--- config.mk ---
export PLATFORM = sky130hd
export DESIGN_NAME = trx_ctrl
export DESIGN_NICKNAME = d
export VERILOG_FILES = /design/src/hw/rtl/trx_pkg.sv /design/src/hw/rtl/trx_ctrl.sv
export SDC_FILE = /design/constraint.sdc
export NUM_CORES = 1
export LEC_CHECK = 0
export BUFFER_PORTS_ARGS = -buffer_cell sky130_fd_sc_hd__buf_4
export CORE_ASPECT_RATIO = 2
export CORE_UTILIZATION = 50
export DETAILED_ROUTE_END_ITERATION = 16
export HOLD_SLACK_MARGIN = 0.06
export PLACE_DENSITY_LB_ADDON = 0.05
export SYNTH_ARGS = -nofsm -noshare
export SYNTH_HDL_FRONTEND = slang
export SYNTH_SLANG_ARGS = --single-unit
--- constraint.sdc ---
create_clock -name clk -period 4.4 [get_ports clk]
set_input_delay 0 -clock clk [delete_from_list [all_inputs] [get_ports clk]]
set_output_delay 0 -clock clk [all_outputs]
set_load 0.05 [all_outputs]
--- src/hw/rtl/trx_pkg.sv ---
`default_nettype none

package trx_pkg;

	localparam logic [7:0]  STX_BYTE          = 8'h02;
	localparam logic [7:0]  HDR_TAG_BYTE      = 8'h80;
	localparam logic [15:0] CRC_POLY          = 16'h8005;
	localparam logic [15:0] COUNT_MAX         = 16'hFFFF;
	localparam logic [15:0] TIMEOUT_RESET     = 16'd100;

	localparam logic        REQ_BYTE          = 1'b0;
	localparam logic        REQ_TICK          = 1'b1;

	localparam logic        STATUS_GOOD       = 1'b0;
	localparam logic        STATUS_TIMEOUT    = 1'b1;

	localparam logic [1:0]  ADDR_IDLE_TIMEOUT = 2'd0;

	typedef struct packed {
		logic        status;
		logic [7:0]  command_byte;
		logic [9:0]  frame_length;
		logic [15:0] frame_checksum;
		logic [15:0] bad_checksum_count;
	} trx_result_t;

	function automatic logic [15:0] crc_step(
		input logic [15:0] crc,
		input logic [7:0]  prev,
		input logic [7:0]  cur
	);
		logic [15:0] c;
		c = {crc[14:0], 1'b0};
		if (crc[15]) begin
			c = c ^ CRC_POLY;
		end
		return c ^ {prev, cur};
	endfunction

endpackage

`default_nettype wire

--- src/hw/rtl/trx_ctrl.sv ---
`default_nettype none

module trx_ctrl #(
	parameter int FRAME_BYTES = 1024,
	parameter int AW          = $clog2(FRAME_BYTES)
) (
	input  wire logic                 clk,
	input  wire logic                 arst_n,
	input  wire logic                 in_valid,
	output logic                      in_stall,
	input  wire logic                 req_type,
	input  wire logic [7:0]           rx_byte,
	input  wire logic [15:0]          idle_timeout,
	output logic                      res_valid,
	input  wire logic                 res_ready,
	output trx_pkg::trx_result_t      res,
	output logic                      mem_we,
	output logic [AW-1:0]             mem_waddr,
	output logic [7:0]                mem_wdata,
	output logic [AW-1:0]             mem_raddr,
	input  wire logic [7:0]           mem_rdata
);

	localparam int              CW           = $clog2(FRAME_BYTES + 1);
	localparam int              EW           = 17;
	localparam logic [15:0]     LEN_LIMIT    = 16'(FRAME_BYTES - 6);
	localparam logic [CW-1:0]   HELD_FULL    = CW'(FRAME_BYTES);
	localparam logic [CW-1:0]   HDR_BYTES    = CW'(4);
	localparam logic [CW-1:0]   SHADOW_BYTES = CW'(5);

	typedef enum logic [2:0] {
		S_IDLE,
		S_EVAL,
		S_RXLO,
		S_RXHI,
		S_SCAN,
		S_COPY,
		S_EMIT
	} state_t;

	state_t                state_q;
	logic [CW-1:0]         held_q;
	logic [15:0]           crc_q;
	logic [7:0]            prev_q;
	logic [15:0]           idle_q;
	logic [15:0]           fail_q;
	logic [7:0]            hdr_q [5];
	logic [CW-1:0]         ptr_q;
	logic [CW-1:0]         base_q;
	logic [CW-1:0]         wr_q;
	logic                  pend_q;
	logic [7:0]            rxlo_q;
	trx_pkg::trx_result_t  res_q;

	logic [15:0]   hdr_len;
	logic          hdr_good;
	logic [EW-1:0] len_p4;
	logic [EW-1:0] len_p6;
	logic          wrap;
	logic [CW-1:0] byte_idx;
	logic          upd_byte;
	logic          upd_copy;
	logic          accept;
	logic [16:0]   tick_next;
	logic [15:0]   rx_word;
	logic [CW-1:0] copy_src;
	logic [CW-1:0] hit_idx;

	assign hdr_len  = {hdr_q[3], hdr_q[2]};
	assign hdr_good = (hdr_q[0] == trx_pkg::STX_BYTE) && (hdr_q[1] == trx_pkg::HDR_TAG_BYTE)
		&& (hdr_len < LEN_LIMIT);
	assign len_p4   = EW'(hdr_len) + EW'(4);
	assign len_p6   = EW'(hdr_len) + EW'(6);
	assign wrap     = (held_q >= HELD_FULL);
	assign byte_idx = wrap ? '0 : held_q;
	assign upd_byte = (byte_idx < HDR_BYTES) || !hdr_good || (EW'(byte_idx) < len_p4);
	assign upd_copy = (wr_q < HDR_BYTES) || !hdr_good || (EW'(wr_q) < len_p4);
	assign in_stall = (state_q != S_IDLE);
	assign accept   = in_valid && !in_stall;
	assign tick_next = {1'b0, idle_q} + 17'd1;
	assign rx_word  = {mem_rdata, rxlo_q};
	assign copy_src = base_q + ptr_q;
	assign hit_idx  = ptr_q - CW'(1);

	assign res_valid = (state_q == S_EMIT);
	assign res       = res_q;

	always_comb begin
		mem_we    = 1'b0;
		mem_waddr = byte_idx[AW-1:0];
		mem_wdata = rx_byte;
		mem_raddr = ptr_q[AW-1:0];
		unique case (state_q)
			S_IDLE: begin
				mem_we = accept && (req_type == trx_pkg::REQ_BYTE);
			end
			S_EVAL: begin
				mem_raddr = len_p4[AW-1:0];
			end
			S_RXLO: begin
				mem_raddr = len_p4[AW-1:0] + AW'(1);
			end
			S_COPY: begin
				mem_raddr = copy_src[AW-1:0];
				mem_we    = pend_q;
				mem_waddr = wr_q[AW-1:0];
				mem_wdata = mem_rdata;
			end
			default: begin
				mem_raddr = ptr_q[AW-1:0];
			end
		endcase
	end

	always_ff @(posedge clk or negedge arst_n) begin
		if (!arst_n) begin
			state_q <= S_IDLE;
			held_q  <= '0;
			crc_q   <= '0;
			prev_q  <= '0;
			idle_q  <= '0;
			fail_q  <= '0;
			hdr_q   <= '{default: '0};
			ptr_q   <= '0;
			base_q  <= '0;
			wr_q    <= '0;
			pend_q  <= 1'b0;
			rxlo_q  <= '0;
			res_q   <= '0;
		end else begin
			unique case (state_q)
				S_IDLE: begin
					if (accept) begin
						if (req_type == trx_pkg::REQ_TICK) begin
							if (held_q >= HDR_BYTES) begin
								if (tick_next > {1'b0, idle_timeout}) begin
									held_q                   <= '0;
									crc_q                    <= '0;
									prev_q                   <= '0;
									idle_q                   <= '0;
									res_q.status             <= trx_pkg::STATUS_TIMEOUT;
									res_q.command_byte       <= '0;
									res_q.frame_length       <= '0;
									res_q.frame_checksum     <= '0;
									res_q.bad_checksum_count <= fail_q;
									state_q                  <= S_EMIT;
								end else begin
									idle_q <= tick_next[15:0];
								end
							end
						end else begin
							idle_q <= '0;
							held_q <= byte_idx + CW'(1);
							if (byte_idx < SHADOW_BYTES) begin
								hdr_q[byte_idx[2:0]] <= rx_byte;
							end
							if (upd_byte) begin
								crc_q  <= trx_pkg::crc_step(wrap ? 16'd0 : crc_q,
									wrap ? 8'd0 : prev_q, rx_byte);
								prev_q <= rx_byte;
							end
							state_q <= S_EVAL;
						end
					end
				end
				S_EVAL: begin
					if (held_q < HDR_BYTES) begin
						state_q <= S_IDLE;
					end else if (!hdr_good) begin
						ptr_q   <= CW'(1);
						pend_q  <= 1'b0;
						state_q <= S_SCAN;
					end else if (EW'(held_q) < len_p6) begin
						state_q <= S_IDLE;
					end else begin
						state_q <= S_RXLO;
					end
				end
				S_RXLO: begin
					rxlo_q  <= mem_rdata;
					state_q <= S_RXHI;
				end
				S_RXHI: begin
					if (rx_word == crc_q) begin
						res_q.status             <= trx_pkg::STATUS_GOOD;
						res_q.command_byte       <= hdr_q[4];
						res_q.frame_length       <= hdr_len[9:0];
						res_q.frame_checksum     <= rx_word;
						res_q.bad_checksum_count <= fail_q;
						held_q                   <= '0;
						crc_q                    <= '0;
						prev_q                   <= '0;
						idle_q                   <= '0;
						state_q                  <= S_EMIT;
					end else begin
						if (fail_q != trx_pkg::COUNT_MAX) begin
							fail_q <= fail_q + 16'd1;
						end
						ptr_q   <= CW'(1);
						pend_q  <= 1'b0;
						state_q <= S_SCAN;
					end
				end
				S_SCAN: begin
					if (pend_q && (mem_rdata == trx_pkg::STX_BYTE)) begin
						held_q  <= held_q - hit_idx;
						base_q  <= hit_idx;
						ptr_q   <= '0;
						wr_q    <= '0;
						pend_q  <= 1'b0;
						crc_q   <= '0;
						prev_q  <= '0;
						state_q <= S_COPY;
					end else if (ptr_q < held_q) begin
						ptr_q  <= ptr_q + CW'(1);
						pend_q <= 1'b1;
					end else begin
						held_q  <= '0;
						crc_q   <= '0;
						prev_q  <= '0;
						pend_q  <= 1'b0;
						state_q <= S_IDLE;
					end
				end
				S_COPY: begin
					if (pend_q) begin
						if (wr_q < SHADOW_BYTES) begin
							hdr_q[wr_q[2:0]] <= mem_rdata;
						end
						if (upd_copy) begin
							crc_q  <= trx_pkg::crc_step(crc_q, prev_q, mem_rdata);
							prev_q <= mem_rdata;
						end
						wr_q <= wr_q + CW'(1);
					end
					if (pend_q && ((wr_q + CW'(1)) == held_q)) begin
						pend_q  <= 1'b0;
						state_q <= S_EVAL;
					end else if (ptr_q < held_q) begin
						ptr_q  <= ptr_q + CW'(1);
						pend_q <= 1'b1;
					end else begin
						pend_q <= 1'b0;
					end
				end
				S_EMIT: begin
					if (res_ready) begin
						state_q <= S_IDLE;
					end
				end
				default: begin
					state_q <= S_IDLE;
				end
			endcase
		end
	end

endmodule

`default_nettype wire

Word-level counts from Yosys, hierarchy flattened
Cells that the tools add are included.
{"block": "word_totals", "ff_bits": 202, "inputBits": 37, "word_cells": 222}
{"block": "classes", "add_sub_neg": 11, "n_lt_le_gt_ge": 17, "n_eq_ne": 33, "mux": 99, "n_bitwise": 8, "n_reduce_logical": 33}
{"op": "16-bit 2-to-1 mux", "n": 24}
{"op": "51-bit 2-to-1 mux", "n": 5}
{"op": "40-bit 2-to-1 mux", "n": 5}
{"op": "11-bit 2-to-1 mux", "n": 16}
{"op": "8-bit 2-to-1 mux", "n": 14}
{"op": "51-bit case mux with 2 select lines", "n": 1}
{"op": "40-bit bitwise mux", "n": 2}
{"op": "40-bit case mux with 2 select lines", "n": 1}
{"op": "16-bit case mux with 4 select lines", "n": 1}
{"op": "11-bit by 3-bit < comparator with 1-bit output, second input constant", "n": 5}
{"op": "11-bit by 17-bit < comparator with 1-bit output", "n": 3}
{"op": "8-bit demux with 3-bit select", "n": 2}
{"op": "11-bit case mux with 4 select lines", "n": 1}
{"op": "16-bit by 3-bit adder with 17-bit output, second input constant", "n": 2}
{"op": "11-bit by 1-bit adder with 11-bit output, second input constant", "n": 3}
{"op": "11-bit case mux with 3 select lines", "n": 1}
{"op": "2-bit inequality test, second input constant", "n": 16}
{"op": "16-bit case mux with 2 select lines", "n": 1}
{"op": "8-bit case mux with 4 select lines", "n": 1}
{"op": "16-bit bitwise XOR", "n": 2}
{"op": "3-bit 2-to-1 mux", "n": 10}
{"op": "10-bit case mux with 3 select lines", "n": 1}
{"op": "6-bit AND reduction", "n": 4}
{"op": "11-bit case mux with 2 select lines", "n": 1}
{"op": "44 further kinds", "n": 79}

Depth between registers and ports, before layout
Gate-level depths: netlist of the first run.
{"block": "depth", "depth_word": 15, "ltp_mapped": 19}

Worst setup path after synthesis of the first run
Ideal clock, no wire load.
{"block": "synth_path", "path_kind": "register to register", "start": "register idle_q[0]", "end": "register crc_q[14]", "t_arrival_ns": 3.865, "required_time_ns": 4.275, "setup_slack_ns": 0.410, "stages_incl_launch_ff": 19, "path_buffers": 3, "synth_period_minus_slack_ns": 3.990, "path_cell_list": "dfrtp_1 > and3_1 > and3_1 > and4_1 > and3_1 > and3_1 > clkbuf_1 > nand3_1 > xnor2_1 > ha_1 > nand3_1 > nor3_1 > o31ai_1 > a211oi_2 > o22ai_2 > nor4bb_2 > buf_6 > buf_6 > mux2_4"}
{"block": "synth_via", "elab_chain_len": 4}
{"element": "start: declaration", "line": "trx_ctrl.sv:45", "text": "logic [15:0] idle_q;"}
{"element": "start signal: assignment", "line": "trx_ctrl.sv:148", "text": "idle_q <= tick_next[15:0];"}
{"element": "16-bit by 1-bit adder with 17-bit output", "line": "trx_ctrl.sv:80", "text": "assign tick_next = {1'b0, idle_q} + 17'd1;"}
{"element": "17-bit by 16-bit > comparator with 1-bit output", "line": "trx_ctrl.sv:136", "text": "if (tick_next > {1'b0, idle_timeout}) begin"}
{"element": "3-bit inequality test (no line)"}
{"element": "9-bit AND reduction (no line)"}
{"element": "end signal: assignment", "line": "trx_ctrl.sv:158", "text": "crc_q <= trx_pkg::crc_step(wrap ? 16'd0 : crc_q,"}
{"element": "end signal: assignment", "line": "trx_ctrl.sv:231", "text": "crc_q <= trx_pkg::crc_step(crc_q, prev_q, mem_rdata);"}
{"element": "end: declaration", "line": "trx_ctrl.sv:43", "text": "logic [15:0] crc_q;"}
No other way between the ends.
A chain may end at the register's enable or synchronous reset.

Worst setup path in the final report of the first run
{"block": "layout_path", "start": "register idle_q[0]", "end": "register res_q, in the netlist res[2]"}
{"block": "layout_via", "elab_chain_len": 4}
{"element": "16-bit by 1-bit adder with 17-bit output", "line": "trx_ctrl.sv:80"}
{"element": "17-bit by 16-bit > comparator with 1-bit output", "line": "trx_ctrl.sv:136"}
{"element": "2-bit inequality test (no line)"}
{"element": "6-bit AND reduction (no line)"}
{"element": "end: declaration", "line": "trx_ctrl.sv:53", "text": "trx_pkg::trx_result_t res_q;"}
No other way between the ends.

==> metrics.md, run 1 <==
| Metric | Value |
|---|---|
| Status | completed |
| Post-synth top flop | dfrtp_1 |
| Critical Path AT | 4560 ps |
| Switching Share | 46.4% |
| Cell taking the most area after synthesis | dfrtp_1 |
| Antenna-violating nets left | 0 |
| Initial drt markers | 671 |
| Pleak | 0.00727 uW |
| CP Class | reg2reg |
| Clk_skew | 10.5 ps |
| Fin Setup TNS | 0 ps |
| Worst Setup SP | idle_q[0] |
| Nets | 1783 |
| Post-synthesis cell type count | 86 |
| Fmax | 240 MHz |
| Tightest Hold Check Type | in2async |
| Dpl ws | 27.7 ps |
| Ys Warns | 0 |
| Slew Limit Fails | 0 |
| Post-DP HPWL | 32900 um |
| Initial antenna violation count | 0 |
| RSZ-0062 raised after global routing | false |
| Drt first pass iters | 5 |
| Reg2Reg Setup Slack | 240 ps |
| Worst Path Max Fanout | 50 |
| Antenna diode instance count | 0 |
| Power Internal | 5100 uW |
| Seq/Total Area, Yosys | 37.1% |
| Vias in the first global route | 12225 |
| Largest cells by area after synthesis | dfrtp_1 (37%), ha_1 (8.1%), nand2_1 (6.0%) |
| Post-synth EDFFs | 0 |
| DR WL/cell | 21.8 um |
| Final hold viol count | 0 |
| Sequential share of power | 29.4% |
| Finish-stage setup viols | 0 |
| Psw | 4410 uW |
| RR Endpoint | res[2] |
| PortBufs | 118 |
| Critical path endpoint | res[2] |
| Worst-Margin Slew | 1100 ps |
| Clk buf depth | 3 |
| Crit share post-route | 94.6% |
| Die height | 235 um |
| Required @ worst endpoint | 4800 ps |
| Gpl congestion | 0.967 |
| IO Count | 119 |
| Post-synth top area share | 37.1% |
| Min cycle time layout | 4160 ps |
| Path depth of the worst reg2reg path | 17 |
| Final core utilization | 59.2% |
| Core area | 26800 um2 |
| Syn Area/Cell | 8.84 um2 |
| Post-Syn Nets | 1667 |
| Count of state elements after synthesis | 202 |
| Die Width | 119 um |
| DIE AREA | 27900 um2 |
| Fillers | 2510 |
| RR Startpoint | idle_q[0] |
| CTS clk-pin slew, worst paths | 60 ps |
| Startpoint Class | flip-flop |
| Max_cap viols | 0 |
| CTS tree | yes |
| Layout cell share with drive strength beyond 1 | 14.7% |
| Starting density of the core | 50.8% |
| Worst-skew pair later-pin latency | 520 ps |
| Largest net degree at the start of global routing | 110 |
| Clock Power Share | 19.1% |
| Gate power share | 51.5% |
| Syn Inst Count | 1540 |
| Total global-route track usage | 31.9% |
| Root Driver | clkbuf_16 |
| Vias | 12200 |
| Mapped Area | 13600 um2 |
| Clk sink count | 202 |
| TritonCTS buffer count | 20 |
| Vias/cell | 6.05 |
| Worst Hold Slack | 121 ps |
| Grt ovf | 0 |
| Pwr Density | 600 nW/um2 |
| Final WS setup | 238 ps |
| H-tree depth | 1 |
| CP endpoint kind | flip-flop |
| Most frequent cells after synthesis | nand2_1 (218), dfrtp_1 (202), o21ai_0 (137), nor2_1 (116), xnor2_1 (89) |
| # rows | 85 |
| Area Overhead vs Synth | 16.6% |
| Cell with the most instances after synthesis | nand2_1 |
| Peak VDD IR | 0.409 mV |
| First-pass GRT wire length | 68400 um |
| Final wirelength | 44100 um |
| Share of async-settable or async-resettable flops after synthesis | 100% |
| Drt drc | 0 |
| Worst slew margin | 26.6% |
-- flip-flops by register name, summed over array words and instances (netlist names) --
signal   flops
res         51
hdr_q       24
crc_q       16
fail_q      16
hdr_len     16
idle_q      16
held_q      11
ptr_q       11
wr_q        11
base_q      10
prev_q       8
rxlo_q       8
state_q      3
pend_q       1
-- layout by cell type (no fill, tap or decap), drive strengths merged, types with 8 or more instances in the layout --
| cell type | synthesis | layout |
|---|---|---|
| ha | 88 | 88 |
| nor2b | 8 | 8 |
| a31oi | 15 | 15 |
| xor2 | 33 | 33 |
| nand2b | 23 | 23 |
| dfrtp | 202 | 202 |
| dlygate4sd3 | 0 | 20 |
| o22a | 31 | 31 |
| nor2 | 116 | 116 |
| nand4 | 21 | 21 |
| nor4 | 16 | 16 |
| a211oi | 12 | 12 |
| a21oi | 63 | 63 |
| a22o | 35 | 35 |
| and3 | 20 | 20 |
| and4 | 8 | 8 |
| or3 | 10 | 10 |
| o21ai | 139 | 139 |
| and2 | 9 | 9 |
| xnor2 | 89 | 89 |
| buf | 28 | 153 |
| o21a | 11 | 11 |
| o31ai | 12 | 12 |
| clkbuf | 53 | 26 |
| nand3 | 43 | 43 |
| mux2 | 30 | 30 |
| nor3 | 31 | 31 |
| o22ai | 20 | 20 |
| inv | 57 | 59 |
| nand2 | 218 | 218 |
-- power groups by stage --
stage | clock [uW] | combinational [uW] | sequential (uW)
2_1_floorplan | 0 | 3320 | 2770
3_3_place_gp | 0 | 4670 | 2810
3_5_place_dp | 0 | 4740 | 2820
4_1_cts | 1850 | 4860 | 2790
5_1_grt | 1920 | 5320 | 2850
6_report | 1820 | 4900 | 2800
-- stage by stage --
stage	total power, uW	cells	cell area, um2
after floorplan	6090	1540	13600
after global placement	7480	1957	14900
after detailed placement	7560	1957	14900
after CTS	9490	2015	15800
after global routing	10100	2018	15900
final	9510	2018	15900
-- kinds of logic (layout without fill, tap and decap cells) --
family / after synthesis / count (layout) / synth area share, %
AOI/OAI and AO/OA: 406 / 406 / 20.0
adders and majority gates: 90 / 90 / 8.38
and+or+nand+nor: 548 / 548 / 19.5
other: 1 / 1 / 0.0276
xor gates and xnor gates: 122 / 122 / 7.91
DFF: 202 / 202 / 37.1
muxes: 32 / 32 / 2.74
buffers and inverters: 139 / 269 / 4.27
-- layout make-up --
| cell class | count | area [um2] | share of cell area [%] |
|---|---|---|---|
| multi-input cells | 1199 | 8030 | 50.6 |
| flip-flops and latches | 202 | 5050 | 31.9 |
| repair buffers | 175 | 1430 | 9.03 |
| clock buffers | 25 | 561 | 3.53 |
| well taps | 348 | 435 | 2.74 |
| inverters | 58 | 218 | 1.37 |
| clock inverters | 11 | 128 | 0.805 |
-- critical path, cell delays in order, from the launching register on --
cell      delay [ps]
dfrtp_1          420
and3_1           190
and3_2           240
and4_4           260
and3_2           240
and3_4           230
nand3_1          120
xnor2_1          170
ha_1             380
a21oi_1          170
nand3_1           90
a211oi_1         320
a21oi_1          160
nor3_1           230
a211oi_2          80
nand2_2          110
buf_12           250
mux2_2           360
-- what timing repair did --
item,CTS,global route
hold buffers,20,0
endpoints found under the hold margin,146,0
buffers inserted,1,3
pin swaps,1,6
resized for setup,2,9
gates cloned,1,0
endpoints found under the setup margin,1,89
-- metal layers --
metal	vias to the layer above	wire length, um	GRT usage (%)
met4	0	3930	25.2
li1	5754	-	-
met5	-	0	0
met3	176	1690	3.37
met1	5860	15800	32.9
met2	410	22700	57.8
-- worst min-delay path by stage --
stage | to | slack, ps | depth (start not counted)
floorplan | base_q[0] | -300 | 0
global placement | res[5] | 150 | 1
detailed placement | res[5] | 150 | 1
CTS | res[5] | 180 | 2
global route | res[5] | 230 | 2
finish | res[5] | 120 | 2
No activity file was read; power rests on OpenSTA's default activity.
==> run 2: changes to the inputs <==
Settings changed: CELL_PAD_IN_SITES_DETAIL_PLACEMENT set to 0, CELL_PAD_IN_SITES_GLOBAL_PLACEMENT set to 1, CORE_UTILIZATION 50 to 47.
==> metrics.md, run 2 (same netlist as run 1, synthesis figures left out) <==
| Metric | Value |
|---|---|
| Crit-path slowest cell | dfrtp_2 |
| DR WL/cell | 22.2 um (+1.8%) |
| CP endpoint kind | flip-flop |
| Initial antenna violation count | 0 (unchanged) |
| Worst slew margin | 31.6% (+5.1 points) |
| Area Overhead vs Synth | 16.9% |
| Layout cell share with drive strength beyond 1 | 14.9% (+0.25 points) |
| DIE AREA | 29700 um2 (+6.3%) |
| Worst path top cell family by delay | simple AND/OR/NAND/NOR gates |
| Post-DP HPWL | 34500 um (+4.6%) |
| Die Width | 122 um (+3.1%) |
| Initial drt markers | 629 (-6.3%) |
| Required @ worst endpoint | 4800 ps (about the same) |
| Vias in the first global route | 12195 (-0.25%) |
| Most common cell after layout, fill and taps aside | nand2_1 |
| CP Class | reg2reg |
| Slew Limit Fails | 0 (unchanged) |
| Pleak | 0.00730 uW (+0.37%) |
| Fmax | 240 MHz (-0.31%) |
| Drt first pass iters | 5 (unchanged) |
| Clk buf depth | 3 (unchanged) |
| Max incr delay on CP | 410 ps (about the same) |
| Pwr Density | 603 nW/um2 (+0.54%) |
| Crit-path most repeated cell | and3_1 |
| First-pass GRT wire length | 68400 um (about the same) |
| Clk sink count | 202 (unchanged) |
| Final core utilization | 56.2% (-3.0 points) |
| TritonCTS buffer count | 20 (unchanged) |
| Worst Path Max Fanout | 18 (-64%) |
| Root Driver | clkbuf_16 |
| Buf+Inv Stages, Crit Path | 1 (unchanged) |
| Die height | 243 um (+3.1%) |
| Most frequent cells in the layout | nand2_1 (217), dfrtp_1 (201), buf_4 (156) |
| Total global-route track usage | 30.5% (-1.4 points) |
| Nets | 1789 (+0.34%) |
| Drt drc | 0 (unchanged) |
| Dpl ws | 55.6 ps (+27.9 ps) |
| IO Count | 119 (unchanged) |
| # rows | 87 (+2.4%) |
| H-tree depth | 1 (unchanged) |
| Vias/cell | 5.99 (-0.89%) |
| Min cycle time layout | 4170 ps (+12.8 ps) |
| Peak VDD IR | 0.363 mV (-11%) |
| Vias | 12169 (-0.25%) |
| Grt ovf | 0 (unchanged) |
| CTS clk-pin slew, worst paths | 70 ps (about the same) |
| Final WS setup | 225 ps (-12.8 ps) |
| Crit path cell chain | and3_1, and3_1, and4_1, and3_1, and3_2, nand3_1, xnor2_1, ha_1, nand3_1, nor3_1, a211oi_2, a211oi_2, o22ai_2, nor4bb_4, buf_12, mux2_2 |
| Core area | 28300 um2 (+5.6%) |
| Critical Path AT | 4580 ps (+20 ps) |
| Final hold viol count | 0 (unchanged) |
| Antenna diode instance count | 0 (unchanged) |
| Finish-stage setup viols | 0 (unchanged) |
| Crit share post-route | 94.9% (+0.29 points) |
| Starting density of the core | 48.1% (-2.7 points) |
| Clk_skew | 11.9 ps (+1.45 ps) |
| CTS tree | yes |
| Final wirelength | 45100 um (+2.4%) |
| Worst Hold Slack | 80.5 ps (-40.9 ps) |
| Gpl congestion | 0.946 (-2.1%) |
| Max_cap viols | 0 (unchanged) |
| Antenna-violating nets left | 0 (unchanged) |
| Worst-Margin Slew | 1020 ps (-76.0 ps) |
| Largest net degree at the start of global routing | 108 (-1.8%) |
| Flip-flop count of the largest register after layout | 51 (unchanged) |
| Status | completed |
| Worst-skew pair later-pin latency | 520 ps (about the same) |
| Tightest Hold Check Type | in2reg |
| Startpoint Class | flip-flop |
| PortBufs | 118 (unchanged) |
run 2: cell count changes in the layout (fill, tap and decap cells not counted), sizes merged:
| cell | delta |
|---|---|
| bufinv | +1 |
| buf | +7 |
| clkbuf | -1 |
| clkinv | +1 |
| clkinvlp | -1 |
| dlygate4sd3 | -1 |
| bufbuf | -1 |
run 2: routing by layer:
| metal | track usage (%) | part of all wire [%] | up-vias |
|---|---|---|---|
| li1 | - | - | 5764 |
| met1 | 30.6 | 34 | 5816 |
| met2 | 55.7 | 53 | 419 |
| met3 | 3.01 | 4.0 | 170 |
| met4 | 23.9 | 8.8 | 0 |
| met5 | 0 | 0 | - |
run 2: cell type report:
cell class / count / area (um2)
Timing Repair Buffer: 181 / 1480
Inverter: 58 / 218
Sequential cell: 202 / 5060
Multi-Input combinational cell: 1199 / 8010
Fill cell: 2703 / 12400
Clock buffer: 23 / 543
Clock inverter: 12 / 155
Tap cell: 356 / 445
run 2: power breakdown:
| group | total, uW | switching [uW] | internal [uW] |
|---|---|---|---|
| clock network | 1870 | 798 | 1070 |
| registers | 2770 | 531 | 2240 |
| logic | 4950 | 3110 | 1840 |
run 2: worst register-to-register path, cell delays in order, from the launching register on:
cell and delay [ps]:
dfrtp_2 410, and3_1 180, and3_1 170, and4_1 260, and3_1 250, and3_2 260, nand3_1 120, xnor2_1 150
ha_1 330, nand3_1 140, nor3_1 250, a211oi_2 100, a211oi_2 280, o22ai_2 190, nor4bb_4 400, buf_12 210
mux2_2 360
run 2: final timing paths:
path	cells after the start	from	slack, ps	to
worst max-delay path	16	idle_q[0]	230	crc_q[9]
worst min-delay path	5	rx_byte[5]	80	crc_q[5]
worst max register to register	16	idle_q[0]	230	crc_q[9]
worst min register to register	2	hdr_q[32]	480	hdr_q[32]
max in group asynchronous	3	arst_n	3130	base_q[1]
min in group asynchronous	2	arst_n	180	res[5]
run 2: metrics by stage:
stage	power, uW	area [um2]	TNS (ps)	cells
2_1_floorplan	6090	13600	0	1540
3_3_place_gp	7580	15000	0	1973
3_5_place_dp	7640	15000	0	1973
4_1_cts	9540	15800	0	2027
5_1_grt	10200	15900	-57.3	2031
6_report	9590	15900	0	2031
run 2: timing repair:
action | in CTS | in global routing
hold endpoints to repair | 144 | 0
hold buffers | 19 | 0
gates resized for setup | 0 | 5
setup endpoints to repair | 0 | 57
setup buffers | 0 | 3
